### src/tmf_pkg.sv
// tmf_pkg: shared types and constants of the trimmed mean filter
// used by trimmed_mean_filter and tmf_checker; depends on nothing else
package tmf_pkg;

  // default depth of the sample window
  localparam int unsigned MAX_WINDOW_DEFAULT = 16;

  // fixed field widths
  localparam int unsigned SAMPLE_W  = 16;
  localparam int unsigned WIN_LEN_W = 5;
  localparam int unsigned TRIM_W    = 3;
  localparam int unsigned CFG_IDX_W = 1;
  localparam int unsigned CFG_DAT_W = 5;

  // configuration register indexes
  typedef enum logic [CFG_IDX_W-1:0] {
    REG_WINDOW_LENGTH = 1'b0,
    REG_TRIM          = 1'b1
  } cfg_reg_e;

  // sequencer states
  typedef enum logic [2:0] {
    S_IDLE,
    S_KEY,
    S_KEYW,
    S_SCAN,
    S_ACC,
    S_DIVP,
    S_DIV,
    S_FIN
  } state_e;

endpackage

### src/tmf_ram.sv
// tmf_ram: generic single-write, single-read ram with registered read data
// used by trimmed_mean_filter; depends on nothing else
module tmf_ram #(
  parameter int unsigned Width = 16,
  parameter int unsigned Depth = 16
) (
  input  logic                     clk_i,
  input  logic                     we_i,
  input  logic [$clog2(Depth)-1:0] waddr_i,
  input  logic [Width-1:0]         wdata_i,
  input  logic [$clog2(Depth)-1:0] raddr_i,
  output logic [Width-1:0]         rdata_o
);

  logic [Width-1:0] mem_q [Depth];
  logic [Width-1:0] rdata_q;

  // write port
  always_ff @(posedge clk_i) begin
    if (we_i) begin
      mem_q[waddr_i] <= wdata_i;
    end
  end

  // registered read port
  always_ff @(posedge clk_i) begin
    rdata_q <= mem_q[raddr_i];
  end

  assign rdata_o = rdata_q;

endmodule

### src/trimmed_mean_filter.sv
// One ram read port and one comparator rank every entry of the effective window
// against every other, then a bit-serial divide runs over the SUM_W bits of the
// sum, SUM_W = 16 + clog2(MaxWindow+1). No new sample is taken until the mean of
// the last one has been loaded into the output register.
// Reset (async, active low) clears the window to zeros through per-entry valid
// bits, the write position, and sets window_length to 16 and trim to 0.
// trimmed_mean_filter: top level, sequencer, rank/sum datapath and divider
// depends on tmf_pkg and tmf_ram
module trimmed_mean_filter #(
  parameter int unsigned MaxWindow = tmf_pkg::MAX_WINDOW_DEFAULT
) (
  input  logic                               clk_i,
  input  logic                               rst_ni,
  // sample channel
  input  logic                               sample_valid_i,
  output logic                               sample_stall_o,
  input  logic signed [tmf_pkg::SAMPLE_W-1:0] sample_i,
  // mean channel
  output logic                               mean_valid_o,
  input  logic                               mean_stall_i,
  output logic signed [tmf_pkg::SAMPLE_W-1:0] mean_o,
  // configuration write channel
  input  logic                               cfg_valid_i,
  output logic                               cfg_ready_o,
  input  logic [tmf_pkg::CFG_IDX_W-1:0]      cfg_index_i,
  input  logic [tmf_pkg::CFG_DAT_W-1:0]      cfg_data_i
);

  localparam int unsigned SampleW = tmf_pkg::SAMPLE_W;
  localparam int unsigned PosW    = $clog2(MaxWindow);
  localparam int unsigned LenW    = $clog2(MaxWindow + 1);
  localparam int unsigned SumW    = SampleW + LenW;
  localparam int unsigned CntW    = $clog2(SumW + 1);
  localparam int unsigned CmpW    = (LenW > tmf_pkg::WIN_LEN_W) ? LenW : tmf_pkg::WIN_LEN_W;

  tmf_pkg::state_e state_q, state_d;

  // configuration registers
  logic [tmf_pkg::WIN_LEN_W-1:0] win_len_q;
  logic [tmf_pkg::TRIM_W-1:0]    trim_q;

  // window bookkeeping
  logic [PosW-1:0]      pos_q;
  logic [MaxWindow-1:0] vld_q;
  logic                 rd_vld_q;

  // per-item registers
  logic [LenW-1:0]            len_q, t_q, hi_q, count_q, rank_q;
  logic [PosW-1:0]            i_q, j_q;
  logic signed [SampleW-1:0]  key_q;
  logic signed [SumW-1:0]     sum_q;
  logic                       neg_q;
  logic [SumW-1:0]            quo_q;
  logic [LenW-1:0]            rem_q;
  logic [CntW-1:0]            div_cnt_q;

  // output register
  logic                       out_valid_q;
  logic signed [SampleW-1:0]  mean_q;

  // combinational signals
  logic                      accept;
  logic                      out_free;
  logic                      out_load;
  logic [CmpW-1:0]           wl_ext;
  logic [LenW-1:0]           len_c, half_c, t_c;
  logic [PosW-1:0]           wpos_c, pnext_c;
  logic [LenW-1:0]           pinc_c;
  logic [PosW-1:0]           raddr;
  logic [SampleW-1:0]        ram_rdata;
  logic signed [SampleW-1:0] rd_val;
  logic                      below;
  logic                      scan_last, key_last;
  logic                      in_range;
  logic [SumW-1:0]           mag_c;
  logic [LenW:0]             rem_sh;
  logic                      rem_ge;
  logic [SumW-1:0]           quo_fin;

  assign accept   = sample_valid_i && (state_q == tmf_pkg::S_IDLE);
  assign out_free = !out_valid_q || !mean_stall_i;

  // effective length, clamped trim and write slot from the current configuration
  always_comb begin
    wl_ext = CmpW'(win_len_q);
    if (wl_ext == '0) begin
      len_c = LenW'(1);
    end else if (wl_ext > CmpW'(MaxWindow)) begin
      len_c = LenW'(MaxWindow);
    end else begin
      len_c = wl_ext[LenW-1:0];
    end
    half_c = (len_c - LenW'(1)) >> 1;
    if (CmpW'(trim_q) > CmpW'(half_c)) begin
      t_c = half_c;
    end else begin
      t_c = LenW'(trim_q);
    end
    if (LenW'(pos_q) >= len_c) begin
      wpos_c = '0;
    end else begin
      wpos_c = pos_q;
    end
    pinc_c = LenW'(wpos_c) + LenW'(1);
    if (pinc_c >= len_c) begin
      pnext_c = '0;
    end else begin
      pnext_c = pinc_c[PosW-1:0];
    end
  end

  // window storage
  tmf_ram #(
    .Width(SampleW),
    .Depth(MaxWindow)
  ) u_ram (
    .clk_i  (clk_i),
    .we_i   (accept),
    .waddr_i(wpos_c),
    .wdata_i(sample_i),
    .raddr_i(raddr),
    .rdata_o(ram_rdata)
  );

  // never-written entries read as zero
  assign rd_val = rd_vld_q ? $signed(ram_rdata) : '0;

  // shared comparator: entry below the key, ties broken by slot order
  assign below     = (rd_val < key_q) || ((rd_val == key_q) && (j_q < i_q));
  assign scan_last = (LenW'(j_q) == (len_q - LenW'(1)));
  assign key_last  = (LenW'(i_q) == (len_q - LenW'(1)));
  assign in_range  = (rank_q >= t_q) && (rank_q < hi_q);

  // divider step on magnitudes
  assign mag_c   = sum_q[SumW-1] ? SumW'(-sum_q) : SumW'(sum_q);
  assign rem_sh  = {rem_q, quo_q[SumW-1]};
  assign rem_ge  = rem_sh >= {1'b0, count_q};
  assign quo_fin = neg_q ? (~quo_q + SumW'(1)) : quo_q;

  // next state
  always_comb begin
    state_d = state_q;
    unique case (state_q)
      tmf_pkg::S_IDLE: if (accept) state_d = tmf_pkg::S_KEY;
      tmf_pkg::S_KEY:  state_d = tmf_pkg::S_KEYW;
      tmf_pkg::S_KEYW: state_d = tmf_pkg::S_SCAN;
      tmf_pkg::S_SCAN: if (scan_last) state_d = tmf_pkg::S_ACC;
      tmf_pkg::S_ACC: begin
        if (key_last) state_d = tmf_pkg::S_DIVP;
        else          state_d = tmf_pkg::S_KEY;
      end
      tmf_pkg::S_DIVP: state_d = tmf_pkg::S_DIV;
      tmf_pkg::S_DIV:  if (div_cnt_q == CntW'(1)) state_d = tmf_pkg::S_FIN;
      tmf_pkg::S_FIN:  if (out_free) state_d = tmf_pkg::S_IDLE;
      default:         state_d = tmf_pkg::S_IDLE;
    endcase
  end

  // sequencer outputs
  always_comb begin
    sample_stall_o = 1'b1;
    raddr          = '0;
    out_load       = 1'b0;
    unique case (state_q)
      tmf_pkg::S_IDLE: sample_stall_o = 1'b0;
      tmf_pkg::S_KEY:  raddr = i_q;
      tmf_pkg::S_SCAN: raddr = scan_last ? '0 : (j_q + PosW'(1));
      tmf_pkg::S_FIN:  out_load = out_free;
      default: ;
    endcase
  end

  // control registers
  always_ff @(posedge clk_i or negedge rst_ni) begin
    if (!rst_ni) begin
      state_q     <= tmf_pkg::S_IDLE;
      win_len_q   <= tmf_pkg::WIN_LEN_W'(16);
      trim_q      <= '0;
      pos_q       <= '0;
      vld_q       <= '0;
      out_valid_q <= 1'b0;
    end else begin
      state_q <= state_d;
      if (cfg_valid_i) begin
        case (cfg_index_i)
          tmf_pkg::REG_WINDOW_LENGTH: win_len_q <= cfg_data_i;
          tmf_pkg::REG_TRIM:          trim_q <= cfg_data_i[tmf_pkg::TRIM_W-1:0];
          default: ;
        endcase
      end
      if (accept) begin
        pos_q         <= pnext_c;
        vld_q[wpos_c] <= 1'b1;
      end
      if (out_load) begin
        out_valid_q <= 1'b1;
      end else if (!mean_stall_i) begin
        out_valid_q <= 1'b0;
      end
    end
  end

  // datapath registers
  always_ff @(posedge clk_i) begin
    rd_vld_q <= vld_q[raddr];
    case (state_q)
      tmf_pkg::S_IDLE: begin
        len_q   <= len_c;
        t_q     <= t_c;
        hi_q    <= len_c - t_c;
        count_q <= len_c - (t_c << 1);
        i_q     <= '0;
        sum_q   <= '0;
      end
      tmf_pkg::S_KEYW: begin
        key_q  <= rd_val;
        j_q    <= '0;
        rank_q <= '0;
      end
      tmf_pkg::S_SCAN: begin
        if (below) rank_q <= rank_q + LenW'(1);
        j_q <= j_q + PosW'(1);
      end
      tmf_pkg::S_ACC: begin
        if (in_range) begin
          sum_q <= sum_q + {{(SumW - SampleW){key_q[SampleW-1]}}, key_q};
        end
        i_q <= i_q + PosW'(1);
      end
      tmf_pkg::S_DIVP: begin
        neg_q     <= sum_q[SumW-1];
        quo_q     <= mag_c;
        rem_q     <= '0;
        div_cnt_q <= CntW'(SumW);
      end
      tmf_pkg::S_DIV: begin
        if (rem_ge) begin
          rem_q <= LenW'(rem_sh - {1'b0, count_q});
        end else begin
          rem_q <= rem_sh[LenW-1:0];
        end
        quo_q     <= {quo_q[SumW-2:0], rem_ge};
        div_cnt_q <= div_cnt_q - CntW'(1);
      end
      default: ;
    endcase
    if (out_load) begin
      mean_q <= $signed(quo_fin[SampleW-1:0]);
    end
  end

  assign mean_valid_o = out_valid_q;
  assign mean_o       = mean_q;
  assign cfg_ready_o  = 1'b1;

endmodule

### config.mk
export PLATFORM = sky130hd
export DESIGN_NAME = trimmed_mean_filter
export DESIGN_NICKNAME = d
export VERILOG_FILES = /design/src/tmf_pkg.sv /design/src/tmf_ram.sv /design/src/trimmed_mean_filter.sv
export SDC_FILE = /design/constraint.sdc
export NUM_CORES = 1
export LEC_CHECK = 0
export CAP_MARGIN = 10
export CORE_MARGIN = 8
export CORE_UTILIZATION = 65
export DETAILED_ROUTE_END_ITERATION = 12
export DONT_BUFFER_PORTS = 1
export GPL_TIMING_DRIVEN = 0
export PLACE_DENSITY = 0.82
export SYNTH_ARGS = -nofsm -noshare
export SYNTH_HDL_FRONTEND = slang
export SYNTH_SLANG_ARGS = --single-unit
### constraint.sdc
create_clock -name clk_i -period 8.4 [get_ports clk_i]
set_clock_uncertainty 0.1 [all_clocks]
set_input_delay 1.68 -clock clk_i [delete_from_list [all_inputs] [get_ports clk_i]]
set_output_delay 1.68 -clock clk_i [all_outputs]
set_load 0.005 [all_outputs]
==> Yosys cells after proc, flatten, opt, wreduce, memory -nomap -nowiden <==
Memory sizes are Yosys's and may differ from the RTL's. A register that Yosys moved wholly into a read port is not among the register bits.
Index checks and enable logic that the tools add are counted.
{ "classes": {"addsub": 13, "order_cmp": 12, "n_eq_ne": 18, "mux": 36, "bitwise_logic": 3, "reduce_logical": 18} }
{ "ops": {"columns": ["op", "count"], "rows": [
  ["$pmux 21 s2", 2],
  ["$mux 21", 2],
  ["$mux 16", 2],
  ["$pmux 5 s2", 3],
  ["$pmux 3 s8", 1],
  ["$pmux 4 s2", 3],
  ["$add 21x21->21", 1],
  ["$neg 21->21", 1],
  ["$mux 5", 4],
  ["$add 16x1->16 const B", 1],
  ["$eq 16x16->1", 1],
  ["$lt 16x16->1", 1],
  ["$mux 4", 4],
  ["$not 16->16", 1],
  ["$or 16x16->16", 1],
  ["$mux 3", 5],
  ["$sub 5x1->5 const B", 3],
  ["$sub 5x5->5", 3],
  ["$eq 3x3->1 const B", 4],
  ["$ne 2x2->1 const B", 6],
  ["$eq 4x5->1", 2],
  ["$ge 5x5->1", 2],
  ["$lt 4x5->1 const B", 2],
  ["$add 4x1->4 const B", 2],
  ["other kinds (25)", 43]
]} }
{ "word_totals": {"register_bits": 151, "ram_bits": 256, "output_inout_bits": 19, "elab_cells": 122, "n_memories": 1} }
{ "memory_table": {"columns": ["memory", "depth", "width", "rd", "rd_ports_with_merged_regs", "wr", "line", "text"], "rows": [
  ["u_ram.mem_q", 16, 16, 1, 1, 1, "tmf_ram.sv:15", "logic [Width-1:0] mem_q [Depth];"]
]} }

==> Logic depth before layout (Yosys ltp) <==
Gate-level depths: netlist of the first run.
{ "depth": {"ltp_word": 10, "mapped_depth": 22, "depth_no_buf": 21} }

==> By module <==
From an unflattened synthesis of the first run, not the netlist that was laid out.
{ "unflattened": {"cells_unflattened": 1316, "hier_area_um2": 19316.0} }
{ "modules_own_cells": {"columns": ["module", "n_inst", "cells_each", "area_per_inst_um2"], "rows": [
  ["tmf_ram", 1, 432, 10042.1],
  ["trimmed_mean_filter", 1, 884, 9273.9]
]} }

==> Worst setup path after synthesis of the first run <==
Ideal clock, no wire load.
{ "synth_path": {"kind": "reg-to-reg", "start": "register state_q[1]", "end": "register sum_q[0], enable pin", "arrival_time_ps": 3639, "setup_slack_ps": 4202, "path_stages_with_launch": 6, "cell_sequence": "dfrtp_1 -> clkbuf_1 -> clkbuf_1 -> nor2_1 -> nand2_1 -> o41ai_1"} }
{ "synth_between": {"elab_chain_len": 3, "word_cells_on_any_way": 5} }
{ "synth_rtl": {"columns": ["element", "line", "text"], "rows": [
  ["start, declared", "trimmed_mean_filter.sv:36", "tmf_pkg::state_e state_q, state_d;"],
  ["start signal, assigned", "trimmed_mean_filter.sv:176", "state_q <= tmf_pkg::S_IDLE;"],
  ["start signal, assigned", "trimmed_mean_filter.sv:183", "state_q <= state_d;"],
  ["$eq 3x3->1 or $logic_not 3->1 (tied branches)", "trimmed_mean_filter.sv:206", "case (state_q)"],
  ["$ne 2x2->1 (no source line) or $reduce_bool 2->1 (tied branches)", null, null],
  ["$reduce_and 2->1 (no source line) *", null, null],
  ["end signal, assigned", "trimmed_mean_filter.sv:226", "sum_q <= sum_q + {{(SumW - SampleW){key_q[SampleW-1]}}, key_q};"],
  ["end, declared", "trimmed_mean_filter.sv:51", "logic signed [SumW-1:0] sum_q;"]
]} }
Mark *: on every way between the ends. The rest lies on a longest branch, timed or not.
A chain may end at the register's enable or synchronous reset.

==> Worst setup path in the final report of the first run <==
{ "layout_path": {"start": "register win_len_q[2] (netlist bit)", "end": "register pos_q[3]"} }
{ "layout_between": {"elab_chain_len": 8, "word_cells_on_any_way": 9} }
{ "layout_rtl": {"columns": ["element", "line", "text"], "rows": [
  ["start, declared", "trimmed_mean_filter.sv:39", "logic [tmf_pkg::WIN_LEN_W-1:0] win_len_q;"],
  ["start signal, assigned", "trimmed_mean_filter.sv:177", "win_len_q <= tmf_pkg::WIN_LEN_W'(16);"],
  ["start signal, assigned", "trimmed_mean_filter.sv:186", "tmf_pkg::REG_WINDOW_LENGTH: win_len_q <= cfg_data_i;"],
  ["$gt 5x5->1", "trimmed_mean_filter.sv:88", "end else if (wl_ext > CmpW'(MaxWindow)) begin"],
  ["$mux 5", "trimmed_mean_filter.sv:88", null],
  ["$mux 5 *", "trimmed_mean_filter.sv:86", "if (wl_ext == '0) begin"],
  ["net len_c[0]", "trimmed_mean_filter.sv:66", "logic [LenW-1:0] len_c, half_c, t_c;"],
  ["$ge 4x5->1", "trimmed_mean_filter.sv:99", "if (LenW'(pos_q) >= len_c) begin"],
  ["$mux 4", "trimmed_mean_filter.sv:99", null],
  ["$add 4x1->5", "trimmed_mean_filter.sv:104", "pinc_c = LenW'(wpos_c) + LenW'(1);"],
  ["$ge 5x5->1", "trimmed_mean_filter.sv:105", "if (pinc_c >= len_c) begin"],
  ["$mux 4 *", "trimmed_mean_filter.sv:105", null],
  ["end signal, assigned", "trimmed_mean_filter.sv:192", "pos_q <= pnext_c;"],
  ["end, declared", "trimmed_mean_filter.sv:43", "logic [PosW-1:0] pos_q;"]
]} }
Mark *: on every way through the listed nets, which the timed path passes. The rest lies on a longest branch.

==> run_results.csv, run 1 <==
group,metric,value,unit
timing,tns,0,ns
routing,wirelength,42400,um
cts,cts_max_level,2,
power_and_ir_drop,vdd_drop_max,0.000276,V
placed_design,port_buffers,0,
placed_design,hpwlAfterDp,29100,um
floorplan,core-area,30300,um^2
power_and_ir_drop,powerDensity,377,nW/um^2
routing,wl_met3,2760,um
timing,drv_slew,0,
run,cap_violations,0,
timing,slew-limit-headroom,31.9,%
critical_path,path_max_fanout,10,
synth,synth_area,19800,um^2
cts,cts_resized,0,
synth,synth_edf_count,372,
layout,area_growth,11.2,%
floorplan,die-area,36300,um^2
layout,drive_gt1_share,13.5,%
critical_path,critPathRequiredTime,8.76,ns
global_routing,grt_pass1_wl,66800,um
global_routing,antenna_found_initial,0,
hold_path,hold_class,"reg2reg",
layout,finish.utilization,72.7,%
layout,diodes,0,
cts,cts_setup_buffers,0,
routing,drc,0,
timing,finalHoldViolCount,0,
synth,ys_types,76,
synth,ys_seq_elements,421,
routing,top_layer_used,"met4",
timing,tightest_slew,1.02,ns
routing,drt-pass1-iter-count,6,
critical_path,critPathCaptureType,"flop",
placed_design,gp_congestion,0.864,
floorplan,start_util,65.4,%
global_routing,grt_overflow,0,
synth,yosysSeqAreaShare,62.2,%
global_routing,grt_pass1_vias,12400,
cts,cts_root_buffer,"clkbuf_16",
timing,finalCritPeriodShare,56.1,%
critical_path,critPathLaunchType,"flop",
critical_path,critical_path_class,"reg2reg",
cts,hold_buffers,0,
routing,viasPerCell,6.13,
critical_path,ff2ff_setup_slack,3.69,ns
synth,yosys_warnings,0,
power_and_ir_drop,total_power,8290,uW
cts,cts_tree,"yes",
synth,async_flop_share,7.60,%
global_routing,grt_use_total,23.4,%
floorplan,fp.dieH,191,um
outcome,status,"complete, no violations",
floorplan,dieWidth,191,um
power_and_ir_drop,p_leak,0.00861,uW
cts,numCtsBuffers,42,
cts,clk_latency,0.56,ns
cts,clkTransAtPathRegs,0.06,ns
timing,fmax,212,MHz
routing,drtIter0Drc,927,
timing,fin_crit,4.71,ns
routing,wl_per_cell,21.6,um
synth,syn_area_per_cell,13.4,um^2
global_routing,grt_max_degree,33,
layout,finalNetCount,1652,
routing,wl_met1,16800,um
routing,wl_met2,21700,um
routing,via_count,12100,
layout,nFillCells,1888,
synth,postSynthCellCount,1476,
timing,setup_viol_count_final,0,
critical_path,arrival,5.07,ns
cts,cts_buffer_depth,3,
routing,ant_nets,0,
floorplan,rows,64,
floorplan,pin_count,46,
timing,hold_ws,0.356,ns
synth,synth_flop_cell,"edfxtp_1",
cts,cts_num_sinks,421,
timing,rsz0062_at_grt,"no",
registers in the layout, indices dropped and copies added, names as in the netlist:
signal / cells
j_q: 4
len_q: 5
pos_q: 4
hi_q: 5
div_cnt_q: 5
rem_q: 5
rd_vld_q: 1
mean_o: 16
trim_q: 3
win_len_q: 5
state_q: 3
mean_valid_o: 1
i_q: 4
u_ram.mem_q: 256
rank_q: 5
sum_q: 21
u_ram.rdata_o: 16
count_q: 4
vld_q: 16
key_q: 16
t_q: 4
quo_q: 21
neg_q: 1
path summary, 6_finish.rpt:
kind                                            end                startpoint  depth (start not counted)
max in group asynchronous  win_len_q[4]$_DFFE_PN1P_                    rst_ni                          0
hold reg to reg                vld_q[3]$_DFFE_PN0P_      vld_q[3]$_DFFE_PN0P_                          1
min in group asynchronous     trim_q[0]$_DFFE_PN0P_                    rst_ni                          0
setup reg to reg               pos_q[3]$_DFFE_PN0P_  win_len_q[2]$_DFFE_PN0P_                         22
setup / recovery               pos_q[3]$_DFFE_PN0P_  win_len_q[2]$_DFFE_PN0P_                         22
hold / removal                 vld_q[3]$_DFFE_PN0P_      vld_q[3]$_DFFE_PN0P_                          1
per-layer routing:
| layer | track usage [%] | up-vias |
|---|---|---|
| met1 | 28.9 | 5945 |
| met5 | 0 | - |
| li1 | - | 5608 |
| met4 | 7.97 | 0 |
| met2 | 41.5 | 441 |
| met3 | 3.80 | 85 |
synth_stat cells (5+ instances only):
| master | instances | share of area (%) |
|---|---|---|
| dfrtp_1 | 31 | 3.9 |
| buf_6 | 8 | 0.46 |
| nor2b_1 | 13 | 0.41 |
| mux2i_1 | 105 | 5.3 |
| a31oi_1 | 7 | 0.22 |
| and2_1 | 20 | 0.63 |
| o21a_1 | 11 | 0.42 |
| or2_1 | 8 | 0.25 |
| buf_2 | 10 | 0.25 |
| a221o_1 | 15 | 0.76 |
| and3_1 | 9 | 0.28 |
| mux2_2 | 65 | 3.7 |
| xor2_1 | 26 | 1.2 |
| nand4_1 | 6 | 0.19 |
| buf_4 | 6 | 0.23 |
| nor3b_1 | 6 | 0.23 |
| o22ai_1 | 20 | 0.63 |
| o21bai_1 | 5 | 0.19 |
| nand2_1 | 75 | 1.4 |
| nand2b_1 | 22 | 0.70 |
| o21ai_1 | 7 | 0.18 |
| a211oi_1 | 5 | 0.19 |
| dfxtp_1 | 17 | 1.7 |
| nor3_1 | 21 | 0.53 |
| a21o_1 | 17 | 0.64 |
| ha_1 | 82 | 5.2 |
| mux2_1 | 7 | 0.40 |
| or2_2 | 11 | 0.35 |
| xnor2_1 | 43 | 1.9 |
| edfxtp_1 | 372 | 56 |
| inv_1 | 80 | 1.5 |
| o21ai_0 | 49 | 1.2 |
| a21oi_1 | 70 | 1.8 |
| or3_1 | 5 | 0.16 |
| nand3_1 | 19 | 0.48 |
| clkbuf_1 | 26 | 0.49 |
| o31ai_1 | 11 | 0.42 |
| nor2_1 | 104 | 2.0 |
layout make-up:
cell class | count | area [um^2] | share of cell area (%)
Clock inverter | 25 | 289 | 1.31
Buffer | 51 | 287 | 1.30
Timing Repair Buffer | 18 | 240 | 1.09
Inverter | 81 | 304 | 1.38
Tap cell | 396 | 495 | 2.25
Multi-Input combinational cell | 924 | 6950 | 31.6
Sequential cell | 421 | 12300 | 55.9
Clock buffer | 53 | 1130 | 5.16
worst max-delay path: stages (launching register included):
cell and delay (ns):
dfrtp_1 0.44, nor3_1 0.19, nor2_1 0.05, nor2_1 0.32, ha_1 0.31, nand2b_1 0.14, a21o_1 0.17, a21oi_1 0.15
nor2b_1 0.06, o21ai_0 0.29, clkbuf_1 0.38, nand2_1 0.14, inv_1 0.12, ha_1 0.25, inv_1 0.06, ha_1 0.22
a21oi_1 0.14, nor2b_1 0.05, o21ai_0 0.14, nand2b_1 0.08, a211oi_1 0.51, a31oi_1 0.15, o22ai_1 0.16
stage by stage:
step	worst slack, ns	cell area [um^2]	cells
5_1_grt	3.23	22000	1969
3_5_place_dp	3.79	20600	1891
4_1_cts	3.76	22000	1969
2_1_floorplan	4.20	19800	1477
6_report	3.69	22000	1969
3_3_place_gp	2.52	20300	1873
report_power, final:
group	switching, uW	total [uW]	internal [uW]
Clock	801	1930	1130
Combinational	1940	3370	1430
Sequential	249	2990	2740
Total	2990	8290	5300
logic make-up (layout without fill, tap and decap cells):
| logic type | count (synthesis) | after routing | share of synthesized area [%] |
|---|---|---|---|
| multiplexers | 177 | 177 | 9.41 |
| adder cells (fa/ha/maj) | 86 | 86 | 5.59 |
| buffers and inverters | 132 | 228 | 2.98 |
| XOR/XNOR | 70 | 70 | 3.17 |
| AND/OR/NAND/NOR | 337 | 337 | 8.36 |
| other | 2 | 3 | 0.0379 |
| flip-flops | 421 | 421 | 62.2 |
| AO/OA/AOI/OAI | 251 | 251 | 8.25 |
cells in the final DEF, fill, tap and decap left out, drive strengths merged, types with 22 or more instances in the layout:
cell type  instances
edfxtp           372
nor2             106
mux2i            105
inv               84
ha                82
clkbuf            79
nand2             75
mux2              72
a21oi             70
o21ai             56
xnor2             43
buf               43
dfrtp             31
xor2              26
nand2b            22
nor3              22
Note: power is estimated with default switching activity, not from simulation.
==> run 2, diff against run 1 <==
- ABC_AREA: not set -> 1
- CORE_UTILIZATION: 65 -> 64
- PLACE_DENSITY: 0.82 -> 0.81
- clock period: 8.4 -> 4.79 ns (I/O delays scaled with it)
==> run_results.csv, run 2 <==
group,metric,value,unit
outcome,status,"complete, no violations",
cts,cts_resized,0,
synth,synthTopCellsByCount,"nand2_1 (388), edfxtp_1 (372), inv_1 (341), nand3_1 (329), nor2_1 (112)",
placed_design,port_buffers,0,
synth,syn_area_per_cell,9.85,um^2
floorplan,pin_count,46,
global_routing,grt_max_degree,33,
timing,setup_viol_count_final,0,
critical_path,crit_family,"simple AND/OR/NAND/NOR gates",
floorplan,dieWidth,197,um
layout,layout_commonest_cell,"nand2_1",
layout,finalNetCount,2312,
cts,cts_buffer_depth,3,
global_routing,top_usage_layer,"met2",
routing,drt-pass1-iter-count,6,
layout,drive_gt1_share,7.53,%
global_routing,grt_pass1_vias,15300,
layout,largest_register_ffs,256,
critical_path,path_buf_inv,3,
layout,diodes,0,
timing,fin_crit,4.23,ns
critical_path,critPathLaunchType,"flop",
cts,cts_num_sinks,421,
layout,largest-register,"u_ram.mem_q",
timing,tightest_slew,1.04,ns
synth,yosys_warnings,0,
hold_path,hold_class,"in2async",
timing,drv_slew,0,
layout,reg.largest.list,"u_ram.mem_q: 256 flops, quo_q: 21 flops, sum_q: 21 flops",
floorplan,core-area,32500,um^2
power_and_ir_drop,vdd_drop_max,0.000415,V
timing,hold_ws,0.0182,ns
critical_path,crit_path_max_incr_delay,0.91,ns
cts,cts_max_level,2,
global_routing,grt_use_total,26.7,%
timing,rsz0062_at_grt,"no",
layout,area_growth,9.93,%
critical_path,cpMostUsedCell,"nor2_1",
global_routing,grt_use_met2,45.6,%
timing,finalCritPeriodShare,88.3,%
synth,yosysSeqAreaShare,58.4,%
critical_path,arrival,4.29,ns
timing,slew-limit-headroom,30.8,%
global_routing,grt_util_met3,4.21,%
cts,cts_root_buffer,"clkbuf_16",
critical_path,critPathCaptureType,"flop",
placed_design,hpwlAfterDp,35800,um
cts,cts_tree,"yes",
routing,drtIter0Drc,1723,
cts,clk_latency,0.56,ns
synth,synth_flop_cell,"edfxtp_1",
synth,postSynthCellCount,2138,
timing,fmax,237,MHz
placed_design,gp_congestion,0.933,
routing,drc,0,
global_routing,antenna_found_initial,0,
global_routing,met1_usage,33.7,%
critical_path,path_max_fanout,16,
synth,synth_area_leader_cell,"edfxtp_1",
synth,async_flop_share,7.60,%
synth,synth_edf_count,372,
critical_path,worstPathCellList,"inv_2 > nor2_1 > inv_1 > nand2_1 > ha_1 > a21o_1 > a22oi_1 > nand3_1 > nor2_1 > inv_1 > nor2_1 > nand2_1 > nor2_2",
routing,ant_nets,0,
timing,finalHoldViolCount,0,
floorplan,die-area,39000,um^2
floorplan,rows,66,
synth,synth.most_common_cell,"nand2_1",
layout,final_cell_mix,"nand2_1 (388), edfxtp_1 (372), inv_1 (341)",
floorplan,start_util,64.9,%
synth,ys_types,57,
routing,wirelength,52200,um
synth,yosysTopAreaCellShare,53.0,%
critical_path,critical_path_class,"reg2reg",
critical_path,critPathRequiredTime,4.85,ns
cts,numCtsBuffers,43,
routing,wl_per_cell,19.5,um
global_routing,grt_pass1_wl,81200,um
run,cap_violations,0,
routing,viasPerCell,5.88,
power_and_ir_drop,powerDensity,595,nW/um^2
global_routing,grt_overflow,0,
synth,synth_area,21100,um^2
synth,ys_seq_elements,421,
synth,netlist_top_cells_area,"edfxtp_1 (53%), nand3_1 (7.8%), nand2_1 (6.9%)",
layout,finish.utilization,71.4,%
power_and_ir_drop,p_leak,0.00989,uW
cts,clkTransAtPathRegs,0.06,ns
routing,via_count,15700,
critical_path,crit_slowest_cell,"nor2_2",
floorplan,fp.dieH,197,um
==> run 2: worst paths after layout <==
check	depth (start not counted)	from	end	slack, ns
worst max-delay path	13	win_len_q[4]$_DFFE_PN1P_	u_ram.mem_q[15][9]$_DFFE_PP_	0.56
worst min-delay path	0	rst_ni	pos_q[3]$_DFFE_PN0P_	0.02
worst max register to register	13	win_len_q[4]$_DFFE_PN1P_	u_ram.mem_q[15][9]$_DFFE_PP_	0.56
worst min register to register	2	vld_q[2]$_DFFE_PN0P_	vld_q[2]$_DFFE_PN0P_	0.36
max in group asynchronous	1	rst_ni	vld_q[14]$_DFFE_PN0P_	3.76
min in group clk_i	2	vld_q[2]$_DFFE_PN0P_	vld_q[2]$_DFFE_PN0P_	0.36
==> run 2: cells by family after synthesis <==
logic type	Yosys count	share of synthesized area, %
fa+ha+maj	86	5.25
other cells	2	0.0356
xor+xnor	44	1.83
flops	421	58.4
compound gates	220	5.89
buf+inv	432	8.30
simple gates	933	20.2
==> run 2: per-layer routing <==
layer,vias to the layer above,wire [um]
met5,-,0
met4,0,2280
met3,145,4820
met2,805,25300
met1,7450,19800
li1,7331,-
==> run 2: timing repair <==
item	in CTS	in global routing
setup buffers	0	0
hold endpoints to repair	3	18
hold buffers	1	2
==> run 2: area by class of cell <==
cell class	instances	area [um^2]
inverter	352	1320
sequential	421	12300
timing repair buffer	15	164
tap	442	553
multi-input combinational	1286	7040
fill	2350	9300
buffer	80	427
clock inverter	21	156
clock buffer	57	1180
==> run 2: where the power goes <==
group	switching [uW]	internal (uW)	total, uW	leakage, uW
logic	3710	1720	5430	0.00538
clock network	1390	1790	3190	0.000647
registers	375	4780	5160	0.00386
total	5480	8290	13800	0.00989
==> run 2: per-stage QoR <==
| step | setup WS (ns) | cells | cell area (um^2) | power (uW) | TNS [ns] |
|---|---|---|---|---|---|
| after floorplan | 1.15 | 2139 | 21100 | 8850 | 0 |
| after global placement | -0.298 | 2581 | 21600 | 10200 | -28.43 |
| after detailed placement | 0.375 | 2589 | 21800 | 10500 | 0 |
| after CTS | 0.398 | 2668 | 23100 | 13700 | 0 |
| after global routing | 0.295 | 2674 | 23200 | 14600 | 0 |
| final | 0.562 | 2674 | 23200 | 13800 | 0 |
